### src/hw/rtl/nbc_ram.sv
// simple dual-port ram: one write port, one registered read port
// no dependencies; used twice by the neighbor cache top level
`timescale 1ns / 1ps

module nbc_ram #(
    parameter int WIDTH = 8,
    parameter int DEPTH = 16,
    parameter int AW    = $clog2(DEPTH)
) (
    input  logic             i_clk,
    input  logic             i_we,
    input  logic [AW-1:0]    i_waddr,
    input  logic [WIDTH-1:0] i_wdata,
    input  logic [AW-1:0]    i_raddr,
    output logic [WIDTH-1:0] o_rdata
);

    logic [WIDTH-1:0] mem [DEPTH];
    logic [WIDTH-1:0] r_rdata;

    always_ff @(posedge i_clk) begin
        if (i_we) begin
            mem[i_waddr] <= i_wdata;
        end
    end

    always_ff @(posedge i_clk) begin
        r_rdata <= mem[i_raddr];
    end

    assign o_rdata = r_rdata;

endmodule

### config.mk
export PLATFORM = sky130hd
export DESIGN_NAME = nbc_ram
export DESIGN_NICKNAME = d
export VERILOG_FILES = /design/src/hw/rtl/nbc_ram.sv
export SDC_FILE = /design/constraint.sdc
export NUM_CORES = 1
export LEC_CHECK = 0
export ABC_AREA = 1
export BUFFER_PORTS_ARGS = -buffer_cell sky130_fd_sc_hd__buf_2
export CAP_MARGIN = 30
export CORE_AREA = 5 5 109 111
export CTS_CLUSTER_DIAMETER = 60
export CTS_CLUSTER_SIZE = 16
export DETAILED_ROUTE_END_ITERATION = 10
export DIE_AREA = 0 0 114 116
export PLACE_DENSITY_LB_ADDON = 0.3
export SLEW_MARGIN = 20
export SYNTH_ARGS = -nofsm -noshare
export SYNTH_HDL_FRONTEND = slang
export SYNTH_SLANG_ARGS = --single-unit
### constraint.sdc
create_clock -name i_clk -period 1 [get_ports i_clk]
set_input_delay 0.05 -clock i_clk [delete_from_list [all_inputs] [get_ports i_clk]]
set_output_delay 0.05 -clock i_clk [all_outputs]
set_load 0.1 [all_outputs]
Yosys cells after proc, flatten, opt, wreduce, memory -nomap -nowiden. Memory sizes are Yosys's and may differ from the RTL's. A register that Yosys moved wholly into a read port is not among the register bits. Cells that the tools add are included.

Mux-type cells: 2.

Operators with widths (count): two-way mux 1 bit (2).

Output and inout port bits: 8. Logic and storage cells: 3. Memory bits (writable): 128. Register bits: 0. Memories kept: 1.

Memories: mem (depth 16, width 8, rd ports 1, clocked after memory_dff 1, write ports 1, line 18) `logic [WIDTH-1:0] mem [DEPTH];`.

Depth between registers and ports, before layout.
Depth after elaboration: 2. Mapped depth: 8.

Worst setup path after synthesis. Ideal clock, no wire load.

Path type: input -> register. From: input port i_waddr[3]. To: memory mem[4][0], enable pin. Library setup time: 0.370 ns. Stages: 2. Data required time: 0.630 ns. Data arrival time: 0.631 ns. Path buffers: 0. Slack: -0.001 ns. Cells stage by stage: nand3b_1 > nor2_1.

RTL lines: start, declared (line 12) `input logic [AW-1:0] i_waddr,`; end, declared (line 18).

Straight into the memory's write port.

Worst setup path in the final report.
From: register r_rdata[4], in the netlist o_rdata[4] (read register of mem). To: output port o_rdata[4].

RTL lines: start, declared (line 19) `logic [WIDTH-1:0] r_rdata;`; end, declared (line 15) `output logic [WIDTH-1:0] o_rdata`.

No word-level cell between the ends.

==> results.ini <==
[timing]
fmax_mhz=895
setup_slack_ns=-0.117
hold_viol=0
tns_ns=-0.710
finalSetupViolCount=8
rsz0062_at_grt=yes
finalCritPeriodShare_pct=112
slew_violations=0
fin_crit_ns=1.12
tightestPinTransition_ns=0.394
slew-limit-headroom_pct=73.7
finClkSkew_ns=0.00623

[global_routing]
gr-usage-met3_pct=5.07
grt_util_all_layers_pct=19.9
grt_pass1_vias=3732
grt_max_degree=57
antenna_found_initial=0
grt-ovfl-total=0
gr-usage-met2_pct=32.9
grt_busiest_layer=met2
use_met1_pct=25.4
grt_pass1_wl_microns=19500

[synthesis]
synth_nets=569
synth_top_family_by_area=simple AND/OR/NAND/NOR gates
ys_ff_latch=136
yosysSeqAreaShare_pct=69.4
syn_avg_cell_area_sq_um=10.5
yosysWarningCount=0
syn_inst=551
synth_xor_area_share_pct=0
syn_area_sq_um=5770
yosys.area_share.simple_pct=21.0
synthAdderAreaFrac_pct=0
synth_compound_area_share_pct=0
synthMuxAreaShare_pct=0
synthDistinctLibCells=12

[clocking]
clk_pin_slew_ns=0.06
numCtsBuffers=17
cts_buffer_depth=2
numClockSinks=136
cts-root-buf=clkbuf_8
cts_tree=yes
htreeDepth=4
post_cts_buffers=0
clk_latency_ns=0.51

[finish]
regArea_sq_um=4020
layout.nets=628
mostFrequentLayoutCells=nand2_1 (171), edfxtp_1 (128), inv_1 (100), nand3_1 (75), buf_4 (24)
fillCellCount=784
n_antenna_cell=0
final_common_cell=nand2_1
fin_util_pct=66.2
drive_above_1_share_pct=18.3
syn2layout_area_growth_pct=22.7
layoutNonFillerInstCount=763
design_area_sq_um=7080
multi_input_area_sq_um=1330

[detailed_routing]
drtIter0Drc=259
postRouteAntennaNets=0
first_pass_iters=5
drt-vias-per-instance=5.13
routed_wire_length_per_instance_microns=16.3
vias=3917
remaining_drc_errors=0
wl_microns=12400

[placed_design]
gp_congestion=0.826
dp_slack_ns=-0.0864
io_buffers=25
dpl.cell_count=722
place_area_sq_um=6320
dp_hpwl_microns=7760

[die]
core-area_sq_um=10700
die-area_sq_um=13200
die_w_microns=114
rows=38
fp.dieH_microns=116
initial_utilization_pct=53.9
io_pins=26

[critical_path]
end_kind=output pin
r2r_slack_ns=0.01
rr_worst_depth=6
cp_max_fo=1
timing.rr.start=mem[4][2]
slowest_stage=dfxtp_2
arrival_ns=1.07
r2r-end=o_rdata[2]
critPathKind=reg2out
slowest_delay_ns=0.37
cp.buffers_inverters=1
cp_top_family=flip-flops
crit_path_start_kind=flip-flop
required_ns=0.95
crit_chain=buf_12

[power]
leakage_nw=3.08
peakVddDrop_uv=1290
power.density_nw_per_um2=1890

[worst_hold_path]
holdPathStages=6
min-delay-start=i_raddr[2]
hold_path_end=o_rdata[3]
hp-class=in2reg

[job]
max_cap_violations=0

[outcome]
violations=setup timing
status=complete, but fails checks

==> worst max-delay path by stage <==
stage               start         end  slack [ns]  depth (start not counted)
2_1_floorplan  i_waddr[3]   mem[4][0]     -0.0008                          2
3_3_place_gp   i_raddr[0]  o_rdata[6]       -0.06                          7
3_5_place_dp   i_raddr[0]  o_rdata[6]       -0.09                          7
4_1_cts        o_rdata[6]  o_rdata[6]       -0.13                          1
5_1_grt        o_rdata[6]  o_rdata[6]       -0.14                          1
6_report       o_rdata[4]  o_rdata[4]       -0.12                          1
==> metrics by stage <==
step	hold slack (ns)	total power, mW
after detailed placement	0.488	7.75
after global routing	0.0959	13.8
after floorplan	0.149	7.24
final	0.0654	13.3
after CTS	0.0435	13.4
after global placement	0.483	7.73
==> flip-flops by register name (all words and copies together) (netlist names) <==
register / cells
o_rdata: 8
mem: 128
==> per-layer routing <==
| metal | vias to the layer above | part of all wire, % |
|---|---|---|
| met5 | - | 0 |
| met4 | 0 | 1.9 |
| met3 | 20 | 7.4 |
| met2 | 166 | 49 |
| met1 | 1839 | 41 |
| li1 | 1892 | - |
==> synth_stat cells (all sizes together) <==
| cell type | count | share of area [%] |
|---|---|---|
| nand3 | 97 | 8.4 |
| nor2 | 17 | 1.1 |
| nand2 | 173 | 11 |
| inv | 102 | 6.6 |
| buf | 24 | 2.9 |
| nand3b | 2 | 0.26 |
| dfxtp | 8 | 2.8 |
| edfxtp | 128 | 67 |
==> repair_timing <==
item / CTS / global route
hold buffers: 9 / 0
gates resized for setup: 11 / 23
endpoints found under the setup margin: 9 / 16
pin swaps: 0 / 8
endpoints found under the hold margin: 135 / 0
==> where the power goes <==
part | internal (mW) | switching, mW
logic | 0.431 | 0.839
clock network | 3.51 | 2.12
registers | 6.38 | 0.0641
total | 10.3 | 3.02
==> cells by family (layout without fill, tap and decap cells) <==
| logic type | count (synthesis) | count (layout) |
|---|---|---|
| flip-flops | 136 | 136 |
| AND/OR/NAND/NOR | 289 | 289 |
| buffers and inverters | 126 | 198 |
==> final cells by class <==
cell class                      instances  area share [%]
Clock buffer                           22            6.12
Inverter                              102            5.41
Sequential cell                       136            56.8
Timing Repair Buffer                   64            8.98
Multi-Input combinational cell        289            18.8
Tap cell                              140            2.47
Clock inverter                         10            1.47
Power figures use the tool's default switching activity.
